`src/pscc_pkg.sv`:
```
// ---------------------------------------------------------------------------
// pscc_pkg
// shared widths, register indexes, limits and the sequencer state codes
// ---------------------------------------------------------------------------
package pscc_pkg;
    localparam int SpeedW   = 16;
    localparam int CurW     = 14;
    localparam int CfgAddrW = 3;
    localparam int CfgDataW = 20;
    localparam int IntegW   = 40;

    localparam logic [CfgAddrW-1:0] RegKp     = 3'd0;
    localparam logic [CfgAddrW-1:0] RegKi     = 3'd1;
    localparam logic [CfgAddrW-1:0] RegPeriod = 3'd2;
    localparam logic [CfgAddrW-1:0] RegKf     = 3'd3;
    localparam logic [CfgAddrW-1:0] RegThr    = 3'd4;
    localparam logic [CfgAddrW-1:0] RegSteady = 3'd5;
    localparam logic [CfgAddrW-1:0] RegPlain  = 3'd6;

    localparam logic [1:0] PreloadLimit = 2'd3;
    localparam logic [CurW-1:0] CurrentMax = 14'd8960;

    localparam logic signed [IntegW-1:0] IntegMax = {1'b0, {(IntegW-1){1'b1}}};
    localparam logic signed [IntegW-1:0] IntegMin = {1'b1, {(IntegW-1){1'b0}}};

    localparam logic [19:0] UsPerS = 20'd1000000;

    // widths of the serial datapath
    localparam int MulW = 64;   // product register
    localparam int DivW = 64;   // dividend / divisor width
    localparam int CntW = 7;

    // sequencer states
    localparam int StW = 5;
    localparam logic [StW-1:0] StIdle    = 5'd0;
    localparam logic [StW-1:0] StKp      = 5'd1;
    localparam logic [StW-1:0] StPreNum  = 5'd2;
    localparam logic [StW-1:0] StPreNumW = 5'd3;
    localparam logic [StW-1:0] StPreDen  = 5'd4;
    localparam logic [StW-1:0] StPreDenW = 5'd5;
    localparam logic [StW-1:0] StIntMul  = 5'd6;
    localparam logic [StW-1:0] StIntMulW = 5'd7;
    localparam logic [StW-1:0] StIntDiv  = 5'd8;
    localparam logic [StW-1:0] StIntDivW = 5'd9;
    localparam logic [StW-1:0] StQMul    = 5'd10;
    localparam logic [StW-1:0] StQMulW   = 5'd11;
    localparam logic [StW-1:0] StRemMul  = 5'd12;
    localparam logic [StW-1:0] StRemMulW = 5'd13;
    localparam logic [StW-1:0] StRemDiv  = 5'd14;
    localparam logic [StW-1:0] StRemDivW = 5'd15;
    localparam logic [StW-1:0] StOut     = 5'd16;
endpackage

```
`src/pscc_stream_if.sv`:
```
// ---------------------------------------------------------------------------
// pscc_stream_if
// valid/ready channel carrying a generic payload
// ---------------------------------------------------------------------------
interface pscc_stream_if #(
    parameter int W = 32
);
    logic         valid;
    logic         ready;
    logic [W-1:0] data;

    modport source (output valid, output data, input ready);
    modport sink (input valid, input data, output ready);
endinterface

```
`src/pi_speed_current_controller.sv`:
```
// ---------------------------------------------------------------------------
// pi_speed_current_controller
// PI speed controller with feed-forward, giving a motor current command
// ---------------------------------------------------------------------------
// usage:
//   one input transfer on s_in carries reference speed (bits 31:16) and measured
//   speed (bits 15:0), signed Q8.8; one output transfer on m_out carries drive
//   current (bits 15:2), feed-forward flag (bit 1) and preload flag (bit 0); the
//   user sees to it that the config port writes registers only while no sample
//   is in flight; the block itself does not enforce this
// datapath:
//   one sample at a time through a shared shift-add multiplier (one bit per
//   cycle, stopping early once the remaining multiplier bits are zero) and a
//   restoring divider; an integrator preload adds a multiply and a divide; the
//   next input can be taken in the cycle after the result is registered
// reset:
//   registers take their documented values, integrator and preload count clear
// stall:
//   the result stays in the output register until taken; a finished sample
//   waits for that register to free up, and input is held off until idle
// ---------------------------------------------------------------------------
module pi_speed_current_controller
    import pscc_pkg::*;
(
    input  logic                i_clk,
    input  logic                i_rst_n,
    input  logic                i_cfg_we,
    input  logic [CfgAddrW-1:0] i_cfg_addr,
    input  logic [CfgDataW-1:0] i_cfg_data,
    pscc_stream_if.sink         s_in,
    pscc_stream_if.source       m_out
);
    logic [15:0] r_kp, r_ki;
    logic [19:0] r_per;
    logic [13:0] r_kf, r_steady;
    logic [11:0] r_thr;
    logic        r_plain;

    always_ff @(posedge i_clk) begin
        if (!i_rst_n) begin
            r_kp <= '0; r_ki <= '0; r_per <= 20'd1000; r_kf <= '0;
            r_thr <= 12'd256; r_steady <= '0; r_plain <= 1'b0;
        end else if (i_cfg_we) begin
            unique case (i_cfg_addr)
                RegKp:     r_kp     <= i_cfg_data[15:0];
                RegKi:     r_ki     <= i_cfg_data[15:0];
                RegPeriod: r_per    <= i_cfg_data;
                RegKf:     r_kf     <= i_cfg_data[13:0];
                RegThr:    r_thr    <= i_cfg_data[11:0];
                RegSteady: r_steady <= i_cfg_data[13:0];
                RegPlain:  r_plain  <= i_cfg_data[0];
                default: ;
            endcase
        end
    end

    logic [StW-1:0]           r_st;
    logic signed [IntegW-1:0] r_integ;
    logic [1:0]               r_pcnt;
    logic signed [16:0]       r_err;
    logic                     r_ff, r_pre, r_doit, r_neg;
    logic signed [63:0]       r_acc;     // kp*err plus integral term
    logic signed [63:0]       r_tmp;     // preload numerator
    logic [63:0]              r_mag, r_imag, r_rem;
    logic                     r_ovalid;
    logic [CurW+1:0]          r_odata;

    logic            m_start, d_start, m_done, d_done;
    logic [63:0]     m_a, m_b, m_p, d_n, d_d, d_q, d_r;

    logic signed [SpeedW-1:0] in_ref, in_meas;
    logic signed [16:0]       n_err;
    logic signed [IntegW:0]   n_isum;
    logic signed [IntegW-1:0] n_isat;
    logic signed [29:0]       n_lhs, n_rhs;
    logic                     n_above, n_ffb, n_doit, n_out_go;
    logic signed [33:0]       n_kperr;
    logic [35:0]              n_ki_per;
    logic [63:0]              n_abs_tmp, n_abs_integ, n_imag;
    logic signed [64:0]       n_pre_s;
    logic signed [63:0]       n_total;
    logic [55:0]              n_shr;
    logic [CurW-1:0]          n_cur;

    pscc_ser_mul u_mul (.i_clk, .i_rst_n, .i_start(m_start), .i_a(m_a), .i_b(m_b),
        .o_done(m_done), .o_p(m_p));
    pscc_ser_div u_div (.i_clk, .i_rst_n, .i_start(d_start), .i_num(d_n), .i_den(d_d),
        .o_done(d_done), .o_quo(d_q), .o_rem(d_r));

    assign in_ref   = s_in.data[31:16];
    assign in_meas  = s_in.data[15:0];
    assign n_err    = 17'(in_ref) - 17'(in_meas);
    assign n_isum   = 41'(r_integ) + 41'(n_err);
    assign n_isat   = (n_isum > 41'(IntegMax)) ? IntegMax :
                      (n_isum < 41'(IntegMin)) ? IntegMin : n_isum[IntegW-1:0];
    assign n_lhs    = 30'(in_meas) <<< 8;
    assign n_rhs    = $signed({18'd0, r_thr}) * 30'(in_ref);
    assign n_above  = n_lhs > n_rhs;
    assign n_ffb    = r_plain ? (in_ref > 16'sd0) : ((in_ref > 16'sd0) && !n_above);
    assign n_doit   = !r_plain && n_above && (r_pcnt < PreloadLimit) &&
                      (r_ki != '0) && (r_per != '0);
    assign n_kperr  = $signed({1'b0, r_kp}) * r_err;
    assign n_ki_per = 36'(r_ki) * 36'(r_per);

    assign n_abs_tmp   = r_tmp[63] ? 64'(-r_tmp) : 64'(r_tmp);
    assign n_abs_integ = r_integ[IntegW-1] ? 64'(-64'(r_integ)) : 64'(r_integ);
    assign n_pre_s     = r_neg ? -65'(d_q) : 65'(d_q);
    assign n_imag      = r_imag + d_q;

    assign n_total  = r_acc + (r_ff ? $signed(64'({r_kf, 8'd0})) : 64'sd0);
    assign n_shr    = n_total[63:8];
    assign n_cur    = (n_total <= 64'sd0) ? '0 :
                      (n_shr > 56'(CurrentMax)) ? CurrentMax : n_shr[CurW-1:0];
    assign n_out_go = (r_st == StOut) && (!r_ovalid || m_out.ready);

    always_comb begin
        m_start = 1'b0; d_start = 1'b0;
        m_a = '0; m_b = '0; d_n = '0; d_d = '0;
        unique case (r_st)
            StPreNum: begin
                m_start = 1'b1; m_a = n_abs_tmp; m_b = 64'(UsPerS);
            end
            StPreDen: begin
                d_start = 1'b1; d_n = r_mag; d_d = 64'(n_ki_per);
            end
            StIntMul: begin
                m_start = 1'b1; m_a = n_abs_integ; m_b = 64'(r_ki);
            end
            StIntDiv: begin
                d_start = 1'b1; d_n = r_mag; d_d = 64'(UsPerS);
            end
            StQMul: begin
                m_start = 1'b1; m_a = r_mag; m_b = 64'(r_per);
            end
            StRemMul: begin
                m_start = 1'b1; m_a = r_rem; m_b = 64'(r_per);
            end
            StRemDiv: begin
                d_start = 1'b1; d_n = r_mag; d_d = 64'(UsPerS);
            end
            default: ;
        endcase
    end

    always_ff @(posedge i_clk) begin
        if (!i_rst_n) begin
            r_st <= StIdle; r_integ <= '0; r_pcnt <= '0;
        end else begin
            unique case (r_st)
                StIdle: if (s_in.valid) begin
                    r_err   <= n_err;
                    r_integ <= (r_ki == '0) ? '0 : n_isat;
                    r_ff    <= n_ffb;
                    r_doit  <= n_doit;
                    r_pre   <= 1'b0;
                    r_st    <= StKp;
                end
                StKp: begin
                    r_acc <= 64'(n_kperr);
                    r_tmp <= $signed(64'({r_steady, 8'd0})) - 64'(n_kperr);
                    r_st  <= r_doit ? StPreNum : StIntMul;
                end
                StPreNum: begin
                    r_neg <= r_tmp[63];
                    r_st  <= StPreNumW;
                end
                StPreNumW: if (m_done) begin
                    r_mag <= m_p;
                    r_st  <= StPreDen;
                end
                StPreDen: r_st <= StPreDenW;
                StPreDenW: if (d_done) begin
                    r_integ <= (n_pre_s > 65'(IntegMax)) ? IntegMax :
                               (n_pre_s < 65'(IntegMin)) ? IntegMin : n_pre_s[IntegW-1:0];
                    r_pcnt  <= r_pcnt + 2'd1;
                    r_pre   <= 1'b1;
                    r_st    <= StIntMul;
                end
                StIntMul: begin
                    r_neg <= r_integ[IntegW-1];
                    r_st  <= StIntMulW;
                end
                StIntMulW: if (m_done) begin
                    r_mag <= m_p;
                    r_st  <= StIntDiv;
                end
                StIntDiv: r_st <= StIntDivW;
                StIntDivW: if (d_done) begin
                    r_mag <= d_q;
                    r_rem <= d_r;
                    r_st  <= StQMul;
                end
                StQMul: r_st <= StQMulW;
                StQMulW: if (m_done) begin
                    r_imag <= m_p;
                    r_st   <= StRemMul;
                end
                StRemMul: r_st <= StRemMulW;
                StRemMulW: if (m_done) begin
                    r_mag <= m_p;
                    r_st  <= StRemDiv;
                end
                StRemDiv: r_st <= StRemDivW;
                StRemDivW: if (d_done) begin
                    r_acc <= r_neg ? r_acc - $signed(n_imag) : r_acc + $signed(n_imag);
                    r_st  <= StOut;
                end
                StOut: if (n_out_go) begin
                    r_st <= StIdle;
                end
                default: r_st <= StIdle;
            endcase
        end
    end

    // output register
    always_ff @(posedge i_clk) begin
        if (!i_rst_n) begin
            r_ovalid <= 1'b0;
        end else if (n_out_go) begin
            r_ovalid <= 1'b1;
            r_odata  <= {n_cur, r_ff, r_pre};
        end else if (m_out.ready) begin
            r_ovalid <= 1'b0;
        end
    end

    assign s_in.ready   = (r_st == StIdle);
    assign m_out.valid  = r_ovalid;
    assign m_out.data   = r_odata;
endmodule

```
`src/pscc_ser_mul.sv`:
```
// ---------------------------------------------------------------------------
// pscc_ser_mul
// shift-add multiplier, one multiplier bit per cycle, unsigned operands
// ---------------------------------------------------------------------------
module pscc_ser_mul
    import pscc_pkg::*;
(
    input  logic            i_clk,
    input  logic            i_rst_n,
    input  logic            i_start,
    input  logic [MulW-1:0] i_a,
    input  logic [MulW-1:0] i_b,
    output logic            o_done,
    output logic [MulW-1:0] o_p
);
    logic [MulW-1:0] r_a, r_b, r_p;
    logic [CntW-1:0] r_cnt;
    logic            r_busy;

    always_ff @(posedge i_clk) begin
        if (!i_rst_n) begin
            r_busy <= 1'b0;
            r_cnt  <= '0;
        end else if (i_start) begin
            r_busy <= 1'b1;
            r_cnt  <= '0;
        end else if (r_busy) begin
            r_cnt <= r_cnt + 1'b1;
            if (r_b[MulW-1:1] == '0 || r_cnt == CntW'(MulW - 1)) begin
                r_busy <= 1'b0;
            end
        end
    end

    always_ff @(posedge i_clk) begin
        if (i_start) begin
            r_a <= i_a;
            r_b <= i_b;
            r_p <= '0;
        end else if (r_busy) begin
            if (r_b[0]) begin
                r_p <= r_p + r_a;
            end
            r_a <= r_a << 1;
            r_b <= r_b >> 1;
        end
    end

    assign o_done = r_busy && (r_b[MulW-1:1] == '0 || r_cnt == CntW'(MulW - 1));
    assign o_p    = r_b[0] ? r_p + r_a : r_p;
endmodule

```
`src/pscc_ser_div.sv`:
```
// ---------------------------------------------------------------------------
// pscc_ser_div
// restoring divider, one quotient bit per cycle, unsigned operands
// ---------------------------------------------------------------------------
module pscc_ser_div
    import pscc_pkg::*;
(
    input  logic            i_clk,
    input  logic            i_rst_n,
    input  logic            i_start,
    input  logic [DivW-1:0] i_num,
    input  logic [DivW-1:0] i_den,
    output logic            o_done,
    output logic [DivW-1:0] o_quo,
    output logic [DivW-1:0] o_rem
);
    logic [DivW-1:0] r_q, r_r, r_d;
    logic [CntW-1:0] r_cnt;
    logic            r_busy;
    logic [DivW:0]   n_trial;
    logic [DivW:0]   n_shift;

    assign n_shift = {r_r, r_q[DivW-1]};
    assign n_trial = n_shift - {1'b0, r_d};

    always_ff @(posedge i_clk) begin
        if (!i_rst_n) begin
            r_busy <= 1'b0;
            r_cnt  <= '0;
        end else if (i_start) begin
            r_busy <= 1'b1;
            r_cnt  <= '0;
        end else if (r_busy) begin
            r_cnt <= r_cnt + 1'b1;
            if (r_cnt == CntW'(DivW - 1)) begin
                r_busy <= 1'b0;
            end
        end
    end

    always_ff @(posedge i_clk) begin
        if (i_start) begin
            r_q <= i_num;
            r_r <= '0;
            r_d <= i_den;
        end else if (r_busy) begin
            if (!n_trial[DivW]) begin
                r_r <= n_trial[DivW-1:0];
                r_q <= {r_q[DivW-2:0], 1'b1};
            end else begin
                r_r <= n_shift[DivW-1:0];
                r_q <= {r_q[DivW-2:0], 1'b0};
            end
        end
    end

    assign o_done = r_busy && r_cnt == CntW'(DivW - 1);
    assign o_quo  = {r_q[DivW-2:0], !n_trial[DivW]};
    assign o_rem  = n_trial[DivW] ? n_shift[DivW-1:0] : n_trial[DivW-1:0];
endmodule

```
`src/flat_wrapper.sv`:
```
// flat-port wrapper written by rule: the top's interface ports become plain ports
module pi_speed_current_controller_flat import pscc_pkg::*;
  (i_clk, i_rst_n, i_cfg_we, i_cfg_addr, i_cfg_data, s_in_valid, s_in_data, s_in_ready, m_out_valid, m_out_data, m_out_ready);
  pscc_stream_if #(.W(32)) s_in_i ();
  pscc_stream_if #(.W(16)) m_out_i ();
  input  logic i_clk;
  input  logic i_rst_n;
  input  logic i_cfg_we;
  input  logic [CfgAddrW-1:0] i_cfg_addr;
  input  logic [CfgDataW-1:0] i_cfg_data;
  input wire logic [$bits(s_in_i.valid)-1:0] s_in_valid;
  input wire logic [$bits(s_in_i.data)-1:0] s_in_data;
  output wire logic [$bits(s_in_i.ready)-1:0] s_in_ready;
  output wire logic [$bits(m_out_i.valid)-1:0] m_out_valid;
  output wire logic [$bits(m_out_i.data)-1:0] m_out_data;
  input wire logic [$bits(m_out_i.ready)-1:0] m_out_ready;
  assign s_in_i.valid = s_in_valid;
  assign s_in_i.data = s_in_data;
  assign s_in_ready = s_in_i.ready;
  assign m_out_valid = m_out_i.valid;
  assign m_out_data = m_out_i.data;
  assign m_out_i.ready = m_out_ready;
  pi_speed_current_controller u_core (.i_clk(i_clk), .i_rst_n(i_rst_n), .i_cfg_we(i_cfg_we), .i_cfg_addr(i_cfg_addr), .i_cfg_data(i_cfg_data), .s_in(s_in_i), .m_out(m_out_i));
endmodule
```
`config.mk`:
```
export PLATFORM = sky130hd
export DESIGN_NAME = pi_speed_current_controller_flat
export DESIGN_NICKNAME = d
export VERILOG_FILES = /design/src/pscc_pkg.sv /design/src/pscc_stream_if.sv /design/src/pi_speed_current_controller.sv /design/src/pscc_ser_mul.sv /design/src/pscc_ser_div.sv /design/src/flat_wrapper.sv
export SDC_FILE = /design/constraint.sdc
export NUM_CORES = 2
export LEC_CHECK = 0
export ABC_AREA = 1
export CAP_MARGIN = 20
export CORE_UTILIZATION = 50
export DETAILED_ROUTE_END_ITERATION = 12
export DONT_BUFFER_PORTS = 1
export GPL_TIMING_DRIVEN = 0
export PLACE_DENSITY_LB_ADDON = 0.05
export SLEW_MARGIN = 20
export SYNTH_ARGS = -nofsm -noshare
export SYNTH_HDL_FRONTEND = slang
export SYNTH_SLANG_ARGS = --single-unit
```
`constraint.sdc`:
```
create_clock -name i_clk -period 13.11 [get_ports i_clk]
set_input_delay 1.311 -clock i_clk [delete_from_list [all_inputs] [get_ports i_clk]]
set_output_delay 1.311 -clock i_clk [all_outputs]
set_load 0.01 [all_outputs]
```
# == Word level (Yosys, flattened, before mapping) ==
# Cells that the tools add are included.
# totals
reg_bits,898
latchBits,0
ramBits,0
rom_bits,0
in_bits,60
out_inout_bits,18
wordCells,208
n_memories,0
# classes
add_sub_neg,15
multipliers,3
div,0
magnitude_cmp,9
eq_ne,34
n_shift,0
muxes,58
bitwise,1
n_reduce_logical,54
# op_table
op,count
two-way mux 64 bit,15
two-way mux 40 bit,7
adder 64 bit,4
case mux 64 bit (2 select lines),2
case mux 64 bit (4 select lines),1
case mux 5 bit (17 select lines),1
case mux 40 bit (2 select lines),1
case mux 36 bit (2 select lines),1
> comparator 65 x 40 -> 1 bit (second input constant),1
less-than comparator 65 x 40 -> 1 bit (second input constant),1
two-way mux 65 bit,1
negator 64 -> 65 bit,1
subtractor 65 x 64 -> 65 bit,1
<= comparator 64 x 1 -> 1 bit (second input constant),1
negator 40 -> 64 bit,1
negator 64 bit,1
subtractor 64 bit,1
zero test 63 bit,1
case mux 20 bit (3 select lines),1
> comparator 56 x 14 -> 1 bit (second input constant),1
two-way mux 5 bit,9
adder 40 x 17 -> 41 bit,1
> comparator 41 x 40 -> 1 bit (second input constant),1
less-than comparator 41 x 40 -> 1 bit (second input constant),1
other kinds (43),118

# == Logic depth before layout (Yosys ltp) ==
# logic_depth
word_depth,9
ltp_mapped,57
mapped_depth_nobuf,55

# == Hierarchy ==
# Synthesis repeated with hierarchy kept, for this count alone.
# unflattened
cells_unflattened,15039
area_unflattened_um2,100318.7
# by_module_without_submodules
mod,n_inst,cells_per_inst,area_per_inst_um2,seq_area_each_um2
pi_speed_current_controller,1,10271,70232.4,12672.2
pscc_ser_div,1,2426,15263.4,5285.1
pscc_ser_mul,1,2342,14823.0,5285.1

# == Least setup slack after synthesis ==
# No wires, ideal clock.
# synth_path
path_type,input to register
from,in i_rst_n
to,reg u_core.r_mag[0] (enable)
setup_time_ps,507
t_arrival_ps,9367
required_ps,12603
path_slack_ps,3236
stages,5
n_path_buf,1
path_cell_list,clkbuf_1 > inv_1 > nor3_1 > a31oi_1 > a21oi_1
# synth_via
elab_chain_cells,1
# synth_rtl
item,line_no,source
"start, declared",flat_wrapper.sv:7,input logic i_rst_n;
AND reduction 4 bit (no line),--,
"end signal, assigned",pi_speed_current_controller.sv:168,r_mag <= m_p;
"end signal, assigned",pi_speed_current_controller.sv:184,r_mag <= m_p;
"end signal, assigned",pi_speed_current_controller.sv:189,r_mag <= d_q;
"end, declared",pi_speed_current_controller.sv:64,"logic [63:0] r_mag, r_imag, r_rem;"
# No other way between the ends.
# A chain may end at the register's enable or synchronous reset.

# == Worst setup path after layout ==
# layout_path
from,reg u_core.u_div.r_d[31]
to,"reg u_core.r_acc[57], data pin"
# layout_via
elab_chain_cells,7
elab_cells_between_ends,8
cone_classes,add/sub: 4; mux: 3; reduce/logical: 1
# layout_rtl
item,line_no,source
"start, declared",pscc_ser_div.sv:17,"logic [DivW-1:0] r_q, r_r, r_d;"
"start signal, assigned",pscc_ser_div.sv:45,r_d <= i_den;
subtractor 65 x 64 -> 65 bit *,pscc_ser_div.sv:24,"assign n_trial = n_shift - {1'b0, r_d};"
zero test 1 bit *,pscc_ser_div.sv:58,"assign o_quo = {r_q[DivW-2:0], !n_trial[DivW]};"
adder 64 bit *,pi_speed_current_controller.sv:108,assign n_imag = r_imag + d_q;
adder 64 bit or subtractor 64 bit (tied branches),pi_speed_current_controller.sv:205,r_acc <= r_neg ? r_acc - $signed(n_imag) : r_acc + $signed(n_imag);
two-way mux 64 bit *,pi_speed_current_controller.sv:205,
two-way mux 64 bit *,pi_speed_current_controller.sv:204,StRemDivW: if (d_done) begin
case mux 64 bit (2 select lines) *,pi_speed_current_controller.sv:149,unique case (r_st)
"end signal, assigned",pi_speed_current_controller.sv:159,r_acc <= 64'(n_kperr);
"end signal, assigned",pi_speed_current_controller.sv:205,
"end, declared",pi_speed_current_controller.sv:62,logic signed [63:0] r_acc;
# Every way passes the cells marked *; elsewhere a longest branch is shown, timed or not. The select of a mux whose other input is x is not followed.

==> results_dict.tcl <==
set metrics [dict create \
    grt_use_met1_pct 48.92 \
    yosysWarnings 0 \
    tightest_slew_ns 1.237 \
    synth_cells 11751 \
    reg2reg_slack_ns 2.65 \
    synth.avg_cell_area_um2 7.346 \
    syn2layout_area_growth_pct 7.650 \
    cpMostUsedCell "nand2_1" \
    antenna_left 0 \
    hold_buffers 0 \
    maxCapViolCount 0 \
    synth.mux.area_fraction_pct 0.03479 \
    critical_path_buf_inv_count 4 \
    yosys.area.top_type "edfxtp_1" \
    root_buffer "clkbuf_16" \
    hold_path_class "reg -> reg" \
    dp_slack_ns 3.007 \
    utilization_pct 54.17 \
    start_util_pct 50.32 \
    gp_congestion 1.031 \
    synth-simple-area-share_pct 21.51 \
    slew_violations 0 \
    rr_worst_depth 42 \
    setup-violations-final 0 \
    rr_endpoint "u_core.r_acc[57]$_DFFE_PP_" \
    drive_gt1_share_pct 3.220 \
    met2_usage_pct 57.00 \
    hold_viol 0 \
    port_buffers 0 \
    path_clk_slew_ns 0.06 \
    crit_path_max_fanout 10 \
    drt_first_pass_iters 6 \
    synth_compound_area_share_pct 13.57 \
    yosysTopAreaCellShare_pct 17.81 \
    fin_crit_sh_pct 79.79 \
    pin_count 78 \
    timing.rr.start "u_core.u_div.r_d[31]$_DFFE_PN_" \
    cts_tree "done" \
    cts_made_buffers 93 \
    grt_setup_unrepaired "false" \
    clk_path_buf_depth 3 \
    fp.dieH_um 417.5 \
    yosysSeqAreaShare_pct 24.42 \
    yosys-top-cells-area "edfxtp_1 (18%), fa_1 (15%), nand2_1 (12%)" \
    wire_per_inst_um 22.37 \
    synth.distinct_cells 78 \
    crit_slowest_cell "clkbuf_1" \
    worstPathArrival_ns 10.92 \
    skew_ns 0.06324 \
    hpwl_um 267400 \
    period_minus_slack_ns 10.46 \
    synth-edff-count 512 \
    min_to "u_core.r_kf[4]$_SDFFE_PN0P_" \
    critPathLaunchType "flop" \
    status "completed" \
    synthArstFlopShare_pct 0 \
    grt_pass1_wl_um 475300 \
    place_area_mm2 0.08966 \
    cts_setup_buffers 0 \
    startpoint "u_core.u_div.r_d[31]$_DFFE_PN_" \
    end_kind "flop" \
    cts.sinks 797 \
    die_width_um 417.5 \
    clock_latency_ns 0.78 \
    drt-initial-drc-count 7826 \
    min_from "u_core.r_kf[4]$_SDFFE_PN0P_" \
    grt_overflow_total 0 \
    drt-total-wl_um 319400 \
    met3_usage_pct 5.828 \
    post_cts_resized 0 \
    synthAdderAreaFrac_pct 24.23 \
    die_area_mm2 0.1743 \
    critPathTopFamily "simple AND/OR/NAND/NOR gates" \
    max_slew_margin_pct 16.65 \
    max_freq_mhz 95.60 \
    worstHoldPathCells 2 \
    htreeDepth 3 \
    grt_antenna_before_repair 15 \
    rows 152 \
    grtUsageTotal_pct 36.22 \
    fin_nets 13221 \
    grt-busiest-layer "met2" \
    core_mm2 0.1715 \
    slowest_delay_ns 0.82 \
    via_count 79967 \
    critical_path_class "reg -> reg" \
    fin_tns_setup_ns 0 \
    syn-num-nets 13096 \
    synth-seq-cells 797 \
    finalWorstSetupSlack_ns 2.650 \
    p_leak_nw 45.20 \
    power_density_mw_per_mm2 217.9 \
    cp.required_ns 13.57 \
    ys.flop_type "edfxtp_1" \
    fin_area_mm2 0.09293 \
    synth_top_family_by_area "adder cells" \
    synth_xor_area_share_pct 4.857 \
    power_mw 20.25 \
    grt_max_degree 65 \
    peakVddDrop_mv 0.2004 \
    drc 0 \
    syn_area_mm2 0.08632 \
    avgViaCountPerCell 5.601 \
    first_global_vias 77025 \
]
==> tightest hold or removal path, delay by kind of cell, from the launching register on <==
kind	cells	cell delay [ns]
buffers and inverters	1	0.05
flip-flops	1	0.30
AO/OA/AOI/OAI	1	0.05
==> layer usage <==
| metal | wire [um] | part of all wire [%] |
|---|---|---|
| met3 | 26420 | 8.3 |
| met4 | 16520 | 5.2 |
| met5 | 36 | 0.011 |
| met2 | 141100 | 44 |
| met1 | 135300 | 42 |
==> cells in the final DEF (no fill, tap or decap), drive strengths merged, types with 330 or more instances in the layout <==
cell,n
a21oi,725
clkbuf,455
edfxtp,512
fa,644
ha,641
inv,2219
nand2,2702
nand3,330
nor2,1029
o21ai,878
==> flip-flops by register name (all words and copies together), names as in the netlist, 12 cells and up <==
signal,flops
u_core.r_acc,64
u_core.r_imag,64
u_core.r_mag,64
u_core.r_rem,64
u_core.u_div.r_q,64
u_core.u_div.r_r,64
u_core.u_mul.r_a,64
u_core.u_mul.r_p,64
u_core.r_integ,40
u_core.u_div.r_d,36
u_core.r_tmp,35
u_core.r_per,20
u_core.u_mul.r_b,20
u_core.r_err,17
u_core.m_out.data,16
u_core.r_ki,16
u_core.r_kp,16
u_core.r_kf,14
u_core.r_steady,14
u_core.r_thr,12
==> Yosys cell counts, types with 11 or more instances <==
| cell | instances |
|---|---|
| edfxtp_1 | 512 |
| a22oi_1 | 18 |
| o21ai_0 | 858 |
| fa_1 | 644 |
| dfxtp_1 | 285 |
| o211ai_1 | 45 |
| and3_1 | 11 |
| a211oi_1 | 12 |
| nor2_1 | 1013 |
| nand2_1 | 2674 |
| o21a_1 | 41 |
| buf_2 | 13 |
| nand3b_1 | 29 |
| o22ai_1 | 13 |
| ha_1 | 641 |
| o221ai_1 | 14 |
| o21bai_1 | 30 |
| nand2_2 | 23 |
| a21oi_2 | 12 |
| nand3_1 | 320 |
| o2111ai_1 | 20 |
| a21oi_1 | 713 |
| or2_2 | 65 |
| xnor2_1 | 159 |
| xor2_1 | 316 |
| clkbuf_1 | 330 |
| a21o_1 | 39 |
| nand4_1 | 103 |
| buf_1 | 41 |
| a22o_1 | 34 |
| o21ai_1 | 16 |
| o31ai_1 | 23 |
| nor4_1 | 66 |
| inv_1 | 2194 |
| a21boi_0 | 25 |
| a221oi_1 | 12 |
| nor3_1 | 139 |
| nor2_2 | 13 |
| a31oi_1 | 118 |
==> worst max-delay path by stage <==
| stage | depth (start not counted) | endpoint | slack [ns] |
|---|---|---|---|
| 2_1_floorplan | 5 | u_core.r_mag[0]$_DFFE_PP_ | 3.24 |
| 3_3_place_gp | 5 | u_core.r_mag[57]$_DFFE_PP_ | -1.75 |
| 3_5_place_dp | 48 | u_core.r_acc[57]$_DFFE_PP_ | 3.01 |
| 4_1_cts | 48 | u_core.r_acc[57]$_DFFE_PP_ | 2.84 |
| 5_1_grt | 48 | u_core.r_acc[57]$_DFFE_PP_ | 2.11 |
| 6_report | 42 | u_core.r_acc[57]$_DFFE_PP_ | 2.65 |
==> kinds of logic after synthesis <==
kind of cell	count (synthesis)
DFF	797
AOI/OAI and AO/OA	2085
buffers and inverters	2601
and+or+nand+nor	4503
xor gates and xnor gates	477
muxes	3
adders and majority gates	1285
==> where the power goes <==
group          internal [mW]  switching (mW)  total, mW
Clock                   1.53            1.23       2.76
Sequential              3.76           0.839       4.60
Combinational           4.00            8.89       12.9
==> area by class of cell <==
cell class                 count  area (um^2)
antenna                       11        27.53
buffer                       389         1535
clock buffer                 125         2653
clock inverter                51        576.8
fill                       17123        78620
inverter                    2212         8308
multi-input combinational   8353        55460
sequential                   797        21080
tap                         2310         2890
timing repair buffer          30        391.6
==> per-stage QoR <==
stage          instances  hold slack (ns)
2_1_floorplan      11751           0.4003
3_3_place_gp       14061           0.4326
3_5_place_dp       14091           0.4375
4_1_cts            14267           0.4464
5_1_grt            14275           0.4640
6_report           14278           0.4424
(Power assumes the default switching activity.)
